**config.mk**
```make
export PLATFORM = sky130hd
export DESIGN_NAME = motion_safety_supervisor_core
export DESIGN_NICKNAME = d
export VERILOG_FILES = /design/src/sv/msup_pkg.sv /design/src/sv/motion_safety_supervisor_core.sv /design/src/sv/msup_step.sv
export SDC_FILE = /design/constraint.sdc
export NUM_CORES = 1
export LEC_CHECK = 0
export ABC_AREA = 1
export BUFFER_PORTS_ARGS = -buffer_cell sky130_fd_sc_hd__clkbuf_2
export CELL_PAD_IN_SITES_DETAIL_PLACEMENT = 0
export CELL_PAD_IN_SITES_GLOBAL_PLACEMENT = 1
export CORE_ASPECT_RATIO = 1.1
export CORE_MARGIN = 5
export CORE_UTILIZATION = 43
export CTS_CLUSTER_DIAMETER = 100
export DETAILED_ROUTE_END_ITERATION = 12
export PLACE_DENSITY_LB_ADDON = 0.1
export SLEW_MARGIN = 20
export SYNTH_ARGS = -nofsm -noshare
export SYNTH_HDL_FRONTEND = slang
export SYNTH_SLANG_ARGS = --single-unit
```
**constraint.sdc**
```tcl
create_clock -name i_clk -period 3.6 [get_ports i_clk]
set_input_delay 0.72 -clock i_clk [delete_from_list [all_inputs] [get_ports i_clk]]
set_output_delay 0.72 -clock i_clk [all_outputs]
set_load 0.01 [all_outputs]
```
**src/sv/msup_pkg.sv**
```systemverilog
// ----------------------------------------------------------------------------
// msup_pkg
// Types, codes and helpers shared by the motion safety supervisor modules.
// ----------------------------------------------------------------------------
package msup_pkg;

    localparam int unsigned TickW    = 32;
    localparam int unsigned SwitchW  = 6;
    localparam int unsigned FlagW    = 8;
    localparam int unsigned CycleW   = 8;
    localparam int unsigned InDataW  = 48;
    localparam int unsigned OutDataW = 16;

    localparam logic [CycleW-1:0] MaxCycleReset = 8'd4;

    // request kinds carried on the input tuser bit
    localparam logic CMD_TICK  = 1'b0;
    localparam logic CMD_RESET = 1'b1;

    // mode codes as reported in the result
    localparam logic [1:0] MODE_IDLE     = 2'd0;
    localparam logic [1:0] MODE_WATCHING = 2'd1;
    localparam logic [1:0] MODE_STOPPING = 2'd2;
    localparam logic [1:0] MODE_ERROR    = 2'd3;

    // error flag values
    localparam logic [FlagW-1:0] FLAG_SECURITY = 8'h01;
    localparam logic [FlagW-1:0] FLAG_OVERRUN  = 8'h80;

    typedef enum logic [3:0] {
        ST_IDLE     = 4'b0001,
        ST_WATCHING = 4'b0010,
        ST_STOPPING = 4'b0100,
        ST_ERROR    = 4'b1000
    } t_state;

    typedef struct packed {
        logic               cmd;
        logic [TickW-1:0]   tick_now;
        logic               motor_waiting;
        logic               movement_waiting;
        logic               motor_faulted;
        logic               movement_faulted;
        logic               homing_active;
        logic [SwitchW-1:0] limit_switches;
        logic               motor_stopped;
        logic               movement_stopped;
    } t_in_item;

    typedef struct packed {
        logic [FlagW-1:0] error_flags;
        logic             clear_errors;
        logic             subsystem_reset;
        logic             stop_request;
        logic             pass_grant;
        logic [1:0]       mode;
    } t_result;

    function automatic logic [1:0] mode_code(input t_state st);
        logic [1:0] code;
        code = MODE_IDLE;
        case (st)
            ST_IDLE:     code = MODE_IDLE;
            ST_WATCHING: code = MODE_WATCHING;
            ST_STOPPING: code = MODE_STOPPING;
            ST_ERROR:    code = MODE_ERROR;
            default:     code = MODE_IDLE;
        endcase
        return code;
    endfunction

endpackage

```
**src/sv/motion_safety_supervisor_core.sv**
```systemverilog
// ----------------------------------------------------------------------------
// motion_safety_supervisor_core
// Safety supervisor for a motorized joint, one result beat per input beat.
// ----------------------------------------------------------------------------
// Input beats arrive on the s channel: tuser is the request kind (0 task
// tick, 1 reset request), tdata carries the tick count and subsystem status.
// Every input beat yields exactly one result beat on the m channel with the
// mode after the step, the pass/stop/reset commands and the error flags.
// The cfg channel writes max_cycle_ticks; it is always ready and should be
// written only while no beat is in flight.
// Each beat passes an input register, then the supervisor logic (one
// 32-bit subtract and compare plus a few gates) into the result register.
// Throughput is one beat per cycle unless stalled; state updates per beat.
// When the receiver stalls, the result register holds and the input
// register still takes one more beat; s tready drops once both are full.
// Synchronous active-low reset returns to idle, clears the reset latch and
// the last tick, sets max_cycle_ticks to 4 and empties both registers.
// ----------------------------------------------------------------------------
module motion_safety_supervisor_core (
    input  logic                            i_clk,
    input  logic                            i_rst_n,
    input  logic                            i_s_tvalid,
    output logic                            o_s_tready,
    // [31:0] tick_now, [32] motor_waiting, [33] movement_waiting,
    // [34] motor_faulted, [35] movement_faulted, [36] homing_active,
    // [42:37] limit_switches, [43] motor_stopped, [44] movement_stopped
    input  logic [msup_pkg::InDataW-1:0]    i_s_tdata,
    // [0] cmd
    input  logic                            i_s_tuser,
    output logic                            o_m_tvalid,
    input  logic                            i_m_tready,
    // [1:0] mode, [2] pass_grant, [3] stop_request, [4] subsystem_reset,
    // [5] clear_errors, [13:6] error_flags
    output logic [msup_pkg::OutDataW-1:0]   o_m_tdata,
    input  logic                            i_cfg_valid,
    output logic                            o_cfg_ready,
    input  logic [msup_pkg::CycleW-1:0]     i_cfg_data
);
    import msup_pkg::*;

    logic                r_in_valid;
    t_in_item            r_in_item, n_in_item;
    logic                r_out_valid;
    t_result             r_out;
    t_result             step_result;
    logic [CycleW-1:0]   r_max_cycle;
    logic                out_adv;
    logic                fire;
    logic                s_accept;

    assign out_adv    = !r_out_valid || i_m_tready;
    assign fire       = r_in_valid && out_adv;
    assign o_s_tready = !r_in_valid || out_adv;
    assign s_accept   = i_s_tvalid && o_s_tready;
    assign o_cfg_ready = 1'b1;

    always_comb begin
        n_in_item.cmd              = i_s_tuser;
        n_in_item.tick_now         = i_s_tdata[31:0];
        n_in_item.motor_waiting    = i_s_tdata[32];
        n_in_item.movement_waiting = i_s_tdata[33];
        n_in_item.motor_faulted    = i_s_tdata[34];
        n_in_item.movement_faulted = i_s_tdata[35];
        n_in_item.homing_active    = i_s_tdata[36];
        n_in_item.limit_switches   = i_s_tdata[42:37];
        n_in_item.motor_stopped    = i_s_tdata[43];
        n_in_item.movement_stopped = i_s_tdata[44];
    end

    msup_step u_step (
        .i_clk       (i_clk),
        .i_rst_n     (i_rst_n),
        .i_fire      (fire),
        .i_item      (r_in_item),
        .i_max_cycle (r_max_cycle),
        .o_result    (step_result)
    );

    always_ff @(posedge i_clk) begin
        if (!i_rst_n) begin
            r_in_valid  <= 1'b0;
            r_out_valid <= 1'b0;
            r_max_cycle <= MaxCycleReset;
        end else begin
            if (s_accept) begin
                r_in_valid <= 1'b1;
            end else if (fire) begin
                r_in_valid <= 1'b0;
            end
            if (out_adv) begin
                r_out_valid <= r_in_valid;
            end
            if (i_cfg_valid && o_cfg_ready) begin
                r_max_cycle <= i_cfg_data;
            end
        end
    end

    always_ff @(posedge i_clk) begin
        if (s_accept) begin
            r_in_item <= n_in_item;
        end
        if (fire) begin
            r_out <= step_result;
        end
    end

    assign o_m_tvalid = r_out_valid;
    assign o_m_tdata  = {{(OutDataW-$bits(t_result)){1'b0}}, r_out};

    // a stop request only comes out of stopping or while entering error
    a_stop_mode: assert property (@(posedge i_clk) disable iff (!i_rst_n)
        (r_out_valid && r_out.stop_request) |->
            (r_out.mode == MODE_STOPPING || r_out.mode == MODE_ERROR))
        else $error("stop request outside stopping");

    // a subsystem reset always comes with clear, security flag and idle mode
    a_reset_beat: assert property (@(posedge i_clk) disable iff (!i_rst_n)
        (r_out_valid && r_out.subsystem_reset) |->
            (r_out.clear_errors && r_out.mode == MODE_IDLE
             && r_out.error_flags == FLAG_SECURITY))
        else $error("inconsistent subsystem reset beat");

    // pass is granted only on the move into watching
    a_pass_mode: assert property (@(posedge i_clk) disable iff (!i_rst_n)
        (r_out_valid && r_out.pass_grant) |->
            (r_out.mode == MODE_WATCHING && !r_out.stop_request
             && r_out.error_flags == '0))
        else $error("pass grant outside watching");

    // a beat in the result register is not lost while the receiver stalls
    a_no_drop: assert property (@(posedge i_clk) disable iff (!i_rst_n)
        (r_out_valid && !i_m_tready) |=> r_out_valid)
        else $error("result beat dropped");

endmodule

```
**src/sv/msup_step.sv**
```systemverilog
// ----------------------------------------------------------------------------
// msup_step
// Supervisor state machine: evaluates one registered item per cycle unless
// stalled; sets mode, reset latch and last cycle-check tick as it moves on.
// ----------------------------------------------------------------------------
module msup_step (
    input  logic                          i_clk,
    input  logic                          i_rst_n,
    input  logic                          i_fire,
    input  msup_pkg::t_in_item            i_item,
    input  logic [msup_pkg::CycleW-1:0]   i_max_cycle,
    output msup_pkg::t_result             o_result
);
    import msup_pkg::*;

    t_state             r_state, n_state;
    logic               r_reset_pending, n_reset_pending;
    logic [TickW-1:0]   r_last_tick, n_last_tick;
    logic [TickW-1:0]   gap;
    t_result            res;

    assign gap = i_item.tick_now - r_last_tick;

    always_comb begin
        n_state         = r_state;
        n_reset_pending = r_reset_pending;
        n_last_tick     = r_last_tick;
        res             = '0;
        if (i_item.cmd == CMD_RESET) begin
            // reset request only sticks in error mode
            if (r_state == ST_ERROR) begin
                n_reset_pending = 1'b1;
            end
        end else begin
            case (r_state)
                ST_IDLE: begin
                    if (i_item.motor_waiting && i_item.movement_waiting) begin
                        res.pass_grant = 1'b1;
                        n_state        = ST_WATCHING;
                    end
                end
                ST_WATCHING: begin
                    if (i_item.motor_faulted || i_item.movement_faulted) begin
                        n_state = ST_STOPPING;
                    end else if (!i_item.homing_active && (i_item.limit_switches != '0)) begin
                        res.error_flags = {1'b0, i_item.limit_switches, 1'b0};
                        n_state         = ST_STOPPING;
                    end else begin
                        n_last_tick = i_item.tick_now;
                        if (gap > {{(TickW-CycleW){1'b0}}, i_max_cycle}) begin
                            res.error_flags = FLAG_OVERRUN;
                            n_state         = ST_STOPPING;
                        end
                    end
                end
                ST_STOPPING: begin
                    res.stop_request = 1'b1;
                    if (i_item.motor_stopped && i_item.movement_stopped) begin
                        n_state = ST_ERROR;
                    end
                end
                default: begin
                    if (r_reset_pending) begin
                        res.subsystem_reset = 1'b1;
                        res.clear_errors    = 1'b1;
                        n_reset_pending     = 1'b0;
                        n_state             = ST_IDLE;
                    end
                    res.error_flags = FLAG_SECURITY;
                end
            endcase
        end
        res.mode = mode_code(n_state);
    end

    assign o_result = res;

    always_ff @(posedge i_clk) begin
        if (!i_rst_n) begin
            r_state         <= ST_IDLE;
            r_reset_pending <= 1'b0;
            r_last_tick     <= '0;
        end else if (i_fire) begin
            r_state         <= n_state;
            r_reset_pending <= n_reset_pending;
            r_last_tick     <= n_last_tick;
        end
    end

endmodule

```
-- Yosys cells after proc, flatten, opt, wreduce, memory -nomap -nowiden
Cells that the tools add are included.
- add/subtract/negate cells: 1
- magnitude comparators: 1
- equality and inequality tests: 9
- mux-type cells: 21
- bitwise gates (word level): 4
- reduce and logical (&&, ||, !) cells: 19
- operators with widths (kind ; number):
    $gt 32x8->1 ; 1
    $sub 32x32->32 ; 1
    $mux 4 ; 7
    $mux 8 ; 3
    $pmux 8 s2 ; 1
    $pmux 4 s3 ; 1
    $eq 4x2->1 const B ; 2
    $eq 4x3->1 const B ; 2
    $eq 4x4->1 const B ; 2
    $mux 1 ; 7
    $pmux 2 s3 ; 1
    $reduce_bool 6->1 ; 1
    $logic_and 1x1->1 ; 5
    $reduce_and 5->1 ; 1
    $eq 4x1->1 const B ; 1
    $ne 2x1->1 const B ; 2
    $not 1->1 ; 4
    $reduce_or 2->1 ; 2
    $reduce_or 4->1 ; 1
    $logic_not 1->1 ; 3
    $logic_or 1x1->1 ; 3
    $reduce_and 3->1 ; 1
    $reduce_or 3->1 ; 1
    $mux 2 ; 1
    $reduce_bool 2->1 ; 1
- register bits after elaboration: 107
- input bits: 62
- output and inout bits: 19
- word-level logic and storage cells: 77

-- Logic depth before layout (Yosys ltp)
Gate-level depths: netlist (run 1).
- word-level depth: 9
- gate-level depth with buffers: 28

-- Hierarchy
A second synthesis (run 1) with hierarchy kept.
- cells, all modules: 937
- area total of the unflattened synthesis: 6695.2 sq um
- by module, submodules not included (module ; instances ; cells each ; area an instance (sq um) ; seq. area each (sq um)):
    msup_step ; 1 ; 826 ; 4513.1 ; 740.7
    motion_safety_supervisor_core ; 1 ; 111 ; 2182.1 ; 2001.9

-- Least setup slack after synthesis (run 1)
No wires, ideal clock.
- kind: register to register
- from: register r_in_item[19] (netlist bit)
- to: register r_out (netlist bit o_m_tdata[1]), data pin
- setup time: 0.252 ns
- arrival: 2.785 ns
- required time: 3.348 ns
- path slack: 0.563 ns
- stages on the path, launching flop included: 25
- path buffers: 0
- clock period less this slack: 3.037 ns
- cell sequence: edfxtp_1 -> ha_1 -> nand2_1 -> inv_1 -> a21oi_1 -> nand2_2 -> xor2_1 -> ha_1 -> a21o_1 -> nor2_1 -> nand2_1 -> nand2_1 -> nand2_1 -> nor2_1 -> nand2_1 -> nor2_1 -> nand3_1 -> nor2_2 -> nand3_1 -> nand3_2 -> nand2_2 -> nand2_2 -> inv_1 -> nand2_1 -> nand2_1
- RTL lines (element ; RTL line ; text):
    start: declaration ; motion_safety_supervisor_core.sv:42 ; t_in_item r_in_item, n_in_item;
    start signal: assignment ; motion_safety_supervisor_core.sv:101 ; r_in_item <= n_in_item;
    end signal: assignment ; motion_safety_supervisor_core.sv:104 ; r_out <= step_result;
    end: declaration ; motion_safety_supervisor_core.sv:44 ; t_result r_out;

==> impl_metrics.json, run 1 <==
{
  "outcome": "completed",
  "synth_cells": 912,
  "cts_tree": "done",
  "cts_root_buf": "clkbuf_16",
  "core_sq_mm": 0.0151,
  "grt_max_degree": 60,
  "power_per_cell_area_mw_per_mm2": 367,
  "reg2reg_depth": 27,
  "cts_sinks": 106,
  "rrSetupSlack_ns": 0.18,
  "layout.nets": 1101,
  "antenna_found_initial": 0,
  "async_flop_share_pct": 0,
  "r2r_end": "o_m_tdata[1]",
  "critical_path_buf_inv_count": 3,
  "min_path_type": "flip-flop to flip-flop",
  "grt_util_all_layers_pct": 17.6,
  "crit_path_start_kind": "flip-flop",
  "dpl_cell_area_sq_mm": 0.00719,
  "viasPerCell": 4.62,
  "slew_headroom_pct": 54.6,
  "crit_type": "flip-flop to flip-flop",
  "place_congestion": 0.857,
  "drt-total-wl_microns": 15300,
  "yosys-top-cells-area": "edfxtp_1, nand2_1, dfxtp_1",
  "post_drt_wl_per_cell_microns": 12.8,
  "p_leak_nw": 3.79,
  "dp_hpwl_microns": 12100,
  "clk_path_buf_depth": 2,
  "postRouteAntennaNets": 0,
  "maxSlewViolCount": 0,
  "cts_made_buffers": 9,
  "slowest_delay_ns": 0.42,
  "hold_slack_ns": 0.460,
  "fillers": 1577,
  "diodes": 0,
  "drv_cap": 0,
  "startpoint": "r_in_item[13]",
  "fin_crit_sh_pct": 94.9,
  "ios": 81,
  "layout-drive-gt1-share_pct": 18.2,
  "cts-hold-fix-buffers": 0,
  "die_y_microns": 140,
  "synth_seq_cells": 106,
  "grt.overflow.total": 0,
  "dieArea_sq_mm": 0.0179,
  "num_vias": 5549,
  "cp_common_cell": "nand2_2",
  "syn2layout_area_growth_pct": 17.8,
  "ys_seq_area_share_pct": 41.2,
  "fmax_mhz": 293,
  "htree_levels": 3,
  "synth_cell_type_count": 40,
  "netlist_area_sq_mm": 0.00659,
  "grt_pass1_vias": 5261,
  "grt_setup_unrepaired": "true",
  "start_util_pct": 43.8,
  "tns_ns": 0,
  "synth_common_cells": "nand2_1, inv_1, nor2_1",
  "finalSetupViolCount": 0,
  "drt-pass1-iter-count": 5,
  "crit_family": "simple AND/OR/NAND/NOR gates",
  "placementRows": 47,
  "numPortBuffers": 74,
  "cp.required_ns": 3.71,
  "design_area_sq_mm": 0.00777,
  "yosysMostFrequentCell": "nand2_1",
  "power_mw": 2.85,
  "cp-endpoint": "o_m_tdata[1]",
  "final_util_pct": 51.6,
  "synth_area_per_cell_sq_um": 7.23,
  "synthFlopType": "edfxtp_1",
  "grt_first_pass_wirelength_microns": 25300,
  "post-route-drc-count": 0,
  "ys_warn_count": 0,
  "tightestPinTransition_ns": 0.681,
  "max-vdd-ir-drop_v": 0.000323,
  "r2r_start": "r_in_item[13]",
  "yosysTopAreaCell": "edfxtp_1",
  "synth_edf_count": 59,
  "critical_path_depth": 27,
  "clkLatencyLatePin_ns": 0.36,
  "hold_viol_final": 0,
  "cp-end-kind": "flip-flop",
  "chipWidth_microns": 128,
  "crit_slowest_cell": "fa_2",
  "worst_setup_hold_path_clk_slew_ns": 0.08,
  "fin_skew_ns": 0.0107,
  "crit_fanout": 3,
  "finalCriticalPeriod_ns": 3.42,
  "synth_top_area_share_pct": 26.9,
  "critPathArrivalTime_ns": 3.53,
  "drtIter0Drc": 197
}
[cell usage in the layout, fill, tap and decap left out, drive strengths merged, types with 2 or more instances in the layout]
| master | n |
|---|---|
| nand2 | 281 |
| inv | 185 |
| clkbuf | 83 |
| nor2 | 80 |
| a21oi | 71 |
| edfxtp | 59 |
| dfxtp | 47 |
| o21ai | 45 |
| ha | 39 |
| nand3 | 39 |
| buf | 16 |
| nand3b | 9 |
| nand4 | 8 |
| nor3 | 8 |
| clkinv | 6 |
| xor2 | 5 |
| o21bai | 3 |
| conb | 3 |
| xnor2 | 2 |
| o211ai | 2 |
| nor3b | 2 |
| and3 | 2 |
[report_power, final]
group          internal [mW]  leakage, nW  switching, mW
combinational          0.187         2.69          0.302
clock                  0.495        0.149          0.508
sequential              1.33        0.955         0.0254
[tightest hold or removal path: stages, from the launching register on]
cell	delay, ns
dfxtp_1	0.30
inv_1	0.06
a21oi_1	0.06
[cells by family (layout without fill, tap and decap cells)]
logic type / Yosys count / count (layout) / share of synthesized area [%]
adder cells (fa/ha/maj): 40 / 40 / 7.71
buffers and inverters: 199 / 290 / 11.6
other: 2 / 3 / 0.114
flip-flops: 106 / 106 / 41.2
XOR/XNOR: 7 / 7 / 0.930
AND/OR/NAND/NOR: 432 / 432 / 28.4
AO/OA/AOI/OAI: 126 / 126 / 10.1
[sequential cells by signal (all words and copies together), names as in the netlist]
| signal | count |
|---|---|
| u_step.r_state | 4 |
| o_m_tvalid | 1 |
| r_max_cycle | 8 |
| u_step.r_reset_pending | 1 |
| o_m_tdata | 13 |
| u_step.r_last_tick | 32 |
| r_in_valid | 1 |
| r_in_item | 46 |
[per-layer routing]
| layer | wire, microns | global-route usage (%) | share of wire (%) | vias up |
|---|---|---|---|---|
| li1 | - | - | - | 3032 |
| met1 | 7610 | 24.7 | 50 | 2438 |
| met2 | 7060 | 28.1 | 46 | 67 |
| met3 | 458 | 2.68 | 3.0 | 12 |
| met4 | 193 | 5.03 | 1.3 | 0 |
| met5 | 0 | 0 | 0 | - |
[how the worst min path moves through the flow]
stage | startpoint | end | slack, ns | depth (start not counted)
3_3_place_gp | u_step.r_last_tick[19] | u_step.r_last_tick[19] | 0.44 | 2
3_5_place_dp | u_step.r_last_tick[23] | u_step.r_last_tick[23] | 0.45 | 2
4_1_cts | u_step.r_last_tick[23] | u_step.r_last_tick[23] | 0.46 | 2
6_report | u_step.r_last_tick[16] | u_step.r_last_tick[16] | 0.46 | 2
2_1_floorplan | u_step.r_last_tick[10] | u_step.r_last_tick[10] | 0.43 | 2
5_1_grt | u_step.r_last_tick[25] | u_step.r_last_tick[25] | 0.48 | 2
[through the flow]
stage	setup slack (ns)	instances
after global placement	0.0327	1175
final	0.184	1200
after CTS	0.0132	1191
after detailed placement	-0.0000708	1175
after floorplan	0.563	913
after global routing	-0.0288	1200
[repair_timing]
action,CTS,global route
pin swaps,0,27
endpoints found under the setup margin,1,4
setup buffers,0,9
gates resized for setup,1,44
cloned,0,0
[cell type report]
type                    instances  area, sq um  share of cell area, %
inverters                     184          693                   8.93
clock inverters                 7         83.8                   1.08
multi-input cells             608         3310                   42.7
flip-flops and latches        106         2710                   34.9
repair buffers                 90          490                   6.32
well taps                     196          245                   3.16
clock buffers                   9          225                   2.90
(Power assumes the default switching activity.)
==> run 2, diff against run 1 <==
ABC_AREA = default   (was 1)
CORE_UTILIZATION = 45   (was 43)
==> run 2 against run 1 <==
Largest cell class unchanged. Critical path depth decreased by 9. Final cell count shrank 16%. Global-route usage is 1.6 points higher. Setup slack got worse by 0.44 ns. Area after synthesis fell by 2.7%. The run now ends with setup timing left. Fmax decreased by 11%. Flip-flop and latch count unchanged. Die area decreased by 6.5%.
==> impl_metrics.json, run 2 <==
{
  "yosys-top-cells-area": "edfxtp_1, dfxtp_1, ha_1",
  "regMostFlops": "r_in_item",
  "core_sq_mm": 0.0139,
  "layout-drive-gt1-share_pct": 23.0,
  "power_per_cell_area_mw_per_mm2": 362,
  "synth_edf_count": 59,
  "htree_levels": 3,
  "die_y_microns": 135,
  "synth_top_area_share_pct": 27.6,
  "clk_path_buf_depth": 2,
  "synthFlopType": "edfxtp_1",
  "final_util_pct": 55.1,
  "synth_seq_cells": 106,
  "async_flop_share_pct": 0,
  "num_vias": 5392,
  "numPortBuffers": 74,
  "dpl_cell_area_sq_mm": 0.00725,
  "outcome": "finished with violations",
  "violations": "setup timing",
  "cp-end-kind": "flip-flop",
  "tightestPinTransition_ns": 0.871,
  "max-vdd-ir-drop_v": 0.000204,
  "startpoint": "r_in_item[13]",
  "layout.nets": 914,
  "crit_path_start_kind": "flip-flop",
  "grt_setup_unrepaired": "true",
  "crit_fanout": 4,
  "fin_crit_sh_pct": 107,
  "worst_setup_hold_path_clk_slew_ns": 0.08,
  "rrSetupSlack_ns": -0.26,
  "fmax_mhz": 259,
  "drt-pass1-iter-count": 4,
  "r2r_start": "r_in_item[13]",
  "clkLatencyLatePin_ns": 0.36,
  "start_util_pct": 46.1,
  "finalCriticalPeriod_ns": 3.86,
  "power_mw": 2.77,
  "grt_first_pass_wirelength_microns": 25400,
  "reg2reg_depth": 18,
  "final_common_cell": "nand2_1",
  "yosysMostFrequentCell": "nand2_1",
  "yosysTopAreaCell": "edfxtp_1",
  "cts_root_buf": "clkbuf_16",
  "diodes": 0,
  "post-route-drc-count": 0,
  "finalSetupViolCount": 5,
  "synth_cell_type_count": 78,
  "worst_slack_ns": -0.256,
  "postRouteAntennaNets": 0,
  "drt-total-wl_microns": 15400,
  "syn2layout_area_growth_pct": 19.5,
  "pre_cts_ws_ns": -0.289,
  "largest_reg_flops": 46,
  "drtIter0Drc": 322,
  "fin_skew_ns": 0.0129,
  "critPathArrivalTime_ns": 3.97,
  "maxSlewViolCount": 0,
  "dp_hpwl_microns": 11700,
  "grt.overflow.total": 0,
  "dieArea_sq_mm": 0.0167,
  "cp.required_ns": 3.71,
  "tns_ns": -1.04,
  "p_leak_nw": 2.98,
  "viasPerCell": 5.37,
  "drv_cap": 0,
  "synth_area_per_cell_sq_um": 9.13,
  "synth_common_cells": "nand2_1, edfxtp_1, inv_1",
  "placementRows": 45,
  "cp-endpoint": "o_m_tdata[13]",
  "crit_type": "flip-flop to flip-flop",
  "cts_made_buffers": 9,
  "post_drt_wl_per_cell_microns": 15.4,
  "antenna_found_initial": 0,
  "min_path_type": "flip-flop to flip-flop",
  "design_area_sq_mm": 0.00766,
  "place_congestion": 0.854,
  "ios": 81,
  "slew_headroom_pct": 41.9,
  "ys_warn_count": 0,
  "grt_max_degree": 49,
  "ys_seq_area_share_pct": 42.3,
  "final_cell_mix": "nand2_1, clkbuf_2, buf_4",
  "chipWidth_microns": 124,
  "cts_tree": "done",
  "r2r_end": "o_m_tdata[13]",
  "grt_util_all_layers_pct": 19.1,
  "synth_cells": 702,
  "grt_pass1_vias": 5103,
  "cts_sinks": 106,
  "hold_viol_final": 0,
  "netlist_area_sq_mm": 0.00641
}
## run 2: final cells by class
cell class / instances / area (sq um)
sequential: 106 / 2710
fill: 1302 / 6240
tap: 188 / 235
multi-input combinational: 503 / 3380
clock inverter: 6 / 60.1
timing repair buffer: 137 / 843
clock buffer: 10 / 229
inverter: 55 / 206
## run 2: power breakdown
| part | internal, mW | switching (mW) |
|---|---|---|
| sequential | 1.33 | 0.0257 |
| clock | 0.486 | 0.474 |
| combinational | 0.202 | 0.258 |
## run 2: routing by layer
layer | wire [microns] | global-route usage, %
met2 | 7440 | 31.5
met1 | 7220 | 25.8
met4 | 210 | 6.09
met5 | 0 | 0
met3 | 568 | 2.76
## run 2: worst min-delay path by stage
stage,start,endpoint,cells after the start
floorplan,u_step.r_last_tick[10],u_step.r_last_tick[10],2
global placement,u_step.r_last_tick[27],u_step.r_last_tick[27],2
detailed placement,u_step.r_last_tick[26],u_step.r_last_tick[26],2
CTS,u_step.r_last_tick[4],u_step.r_last_tick[4],2
global route,u_step.r_last_tick[25],u_step.r_last_tick[25],2
finish,u_step.r_last_tick[26],u_step.r_last_tick[26],2
## run 2: metrics by stage
stage	hold slack (ns)	cells
after floorplan	0.443	703
after global placement	0.455	980
after detailed placement	0.461	980
after CTS	0.471	1003
after global routing	0.491	1005
final	0.465	1005
## run 2: worst max-delay path, stage by stage, from the launching register on
cell and delay (ns):
edfxtp_1 0.39, inv_1 0.08, ha_2 0.19, fa_2 0.20, and2b_1 0.19, buf_4 0.13, o21a_1 0.17, nor2_2 0.12
xnor2_1 0.13, ha_1 0.25, nand4_1 0.08, nand2b_1 0.11, a21oi_1 0.05, a311oi_2 0.25, o2111a_1 0.24, nand3_2 0.07
or4_4 0.51, nor4_4 0.36, nor2_1 0.09
## run 2: cells by family (layout without fill, tap and decap cells)
kind of cell	after synthesis	after routing	synth area share (%)
multiplexers	12	12	1.93
adder cells (fa/ha/maj)	40	40	7.92
AND/OR/NAND/NOR	244	244	18.9
other	2	3	0.117
flip-flops	106	106	42.3
buffers and inverters	94	208	6.56
AO/OA/AOI/OAI	190	190	20.3
XOR/XNOR	14	14	1.91
## run 2: what timing repair did
item,4_1_cts,5_1_grt
buffers inserted,7,2
pin swaps,7,5
hold endpoints to repair,0,0
endpoints found under the setup margin,5,5
gates resized for setup,5,5
hold buffers,0,0
==> run 3, diff against run 2 <==
BUFFER_PORTS_ARGS = default   (was -buffer_cell sky130_fd_sc_hd__clkbuf_2)
CORE_UTILIZATION = 49   (was 45)
DONT_BUFFER_PORTS = 1   (was default)
SETUP_SLACK_MARGIN = 0.15   (was default)
==> run 3 against run 2 <==
The flow still finishes with violations (setup timing). Fmax down 3.1%. Setup slack worse by 0.12 ns. Flip-flop and latch count unchanged. Wire length up 2.1%. Combinational power down 7.6%. Cell area down 4.4%. Final cell count down 9.6%. Highest routed layer unchanged.
==> impl_metrics.json, run 3 (synthesized netlist as in run 2, its figures left out) <==
{
  "largest_reg_flops": 46,
  "syn2layout_area_growth_pct": 14.3,
  "critical_path_buf_inv_count": 0,
  "die_y_microns": 130,
  "place_congestion": 0.890,
  "instances_no_fill": 909,
  "crit_fanout": 4,
  "max-vdd-ir-drop_v": 0.000303,
  "antenna_found_initial": 1,
  "reg2reg_depth": 18,
  "critical_path_depth": 18,
  "crit_slowest_cell": "or4_4",
  "regMostFlops": "r_in_item",
  "cts_sinks": 106,
  "grt_pass1_vias": 5131,
  "placedCellCount": 886,
  "cp.required_ns": 3.70,
  "violations": "setup timing",
  "p_leak_nw": 2.71,
  "power_per_cell_area_mw_per_mm2": 383,
  "post-route-drc-count": 0,
  "dieArea_sq_mm": 0.0155,
  "clkLatencyLatePin_ns": 0.36,
  "grt.overflow.total": 0,
  "chipWidth_microns": 119,
  "placementRows": 43,
  "hold_viol_final": 0,
  "clk_path_buf_depth": 2,
  "layout.nets": 848,
  "power_mw": 2.80,
  "start_util_pct": 50.5,
  "path_cells": "ha_1 > nor2b_1 > o2111ai_2 > nand2_2 > nand2_1 > nand2_1 > a21oi_2 > xnor2_1 > ha_1 > nand4_1 > nand2b_1 > a21oi_2 > a311oi_2 > o2111a_1 > nand3_2 > or4_4 > nor4_4 > nor2_1",
  "grt_first_pass_wirelength_microns": 25700,
  "maxSlewViolCount": 0,
  "cp-end-kind": "flip-flop",
  "crit_family": "simple AND/OR/NAND/NOR gates",
  "finalSetupViolCount": 5,
  "final_common_cell": "nand2_1",
  "drtIter0Drc": 315,
  "slew_headroom_pct": 44.5,
  "outcome": "finished with violations",
  "layout-drive-gt1-share_pct": 16.4,
  "worst_setup_hold_path_clk_slew_ns": 0.08,
  "dp_hpwl_microns": 11900,
  "drt-total-wl_microns": 15800,
  "critPathArrivalTime_ns": 4.08,
  "num_vias": 5267,
  "ios": 81,
  "slowest_delay_ns": 0.52,
  "grt_util_all_layers_pct": 20.8,
  "fmax_mhz": 251,
  "grt_max_degree": 49,
  "viasPerCell": 5.79,
  "core_sq_mm": 0.0127,
  "worst_slack_ns": -0.379,
  "cts_tree": "done",
  "drv_cap": 0,
  "crit_path_start_kind": "flip-flop",
  "drt-pass1-iter-count": 5,
  "hold_slack_ns": 0.447,
  "min_path_type": "primary input to flip-flop",
  "cts_made_buffers": 9,
  "fin_crit_sh_pct": 111,
  "numPortBuffers": 0,
  "tightestPinTransition_ns": 0.812,
  "postRouteAntennaNets": 0,
  "final_cell_mix": "nand2_1, buf_4, edfxtp_1",
  "cts-hold-fix-buffers": 0,
  "fillers": 1139,
  "post_drt_wl_per_cell_microns": 17.3,
  "min_path_cells": 1,
  "grt_setup_unrepaired": "true",
  "cts_root_buf": "clkbuf_16",
  "fin_skew_ns": 0.00949,
  "finalCriticalPeriod_ns": 3.98,
  "crit_type": "flip-flop to flip-flop",
  "htree_levels": 3
}
==> run 3: cell types whose count changed in the layout (fill, tap and decap cells not counted), sizes merged <==
cell,delta
clkinvlp,-2
clkinv,+3
clkbuf,-75
diode,+1
buf,+8
==> run 3: worst paths after layout <==
kind | start | to | slack (ns)
worst max-delay path | r_in_item[14] | o_m_tdata[13] | -0.38
worst min-delay path | i_rst_n | u_step.r_state[0] | 0.45
worst min register to register | u_step.r_last_tick[4] | u_step.r_last_tick[4] | 0.46
worst max register to register | r_in_item[14] | o_m_tdata[13] | -0.38
==> run 3: area by class of cell <==
class | count | area [sq um] | area share [%]
Multi-Input combinational cell | 503 | 3350 | 45.7
Inverter | 55 | 206 | 2.82
Clock inverter | 7 | 88.8 | 1.21
Antenna cell | 1 | 2.50 | 0.0342
Tap cell | 157 | 196 | 2.68
Timing Repair Buffer | 71 | 546 | 7.45
Sequential cell | 106 | 2710 | 37.0
Clock buffer | 9 | 225 | 3.07
==> run 3: metal layers <==
layer  track usage, %  wire length, microns  vias up
met2             37.4                  8030      141
li1                 -                     -     2613
met1             25.3                  6800     2487
met5                0                     0        -
met4             8.04                   364        0
met3             3.16                   561       26
==> run 3: report_power, final <==
part / switching, mW / internal, mW
combinational: 0.241 / 0.184
clock: 0.519 / 0.503
sequential: 0.0307 / 1.33
total: 0.791 / 2.01
==> run 3: repair_timing <==
item                                    4_1_cts  5_1_grt
endpoints found under the hold margin         0        0
endpoints found under the setup margin        5        5
pin swaps                                     2        1
gates resized for setup                       3        2
buffers inserted                              3        3
==> run 3: metrics by stage <==
stage          setup TNS [ns]  instance area [sq um]  utilization [%]  setup slack [ns]
2_1_floorplan         -0.0422                   6460                -           -0.0422
3_3_place_gp            -1.39                   6940             54.7            -0.343
3_5_place_dp            -1.86                   6940             54.7            -0.440
4_1_cts                 -1.58                   7290             57.4            -0.388
5_1_grt                 -2.84                   7330             57.7            -0.615
6_report                -1.66                   7330             57.7            -0.379
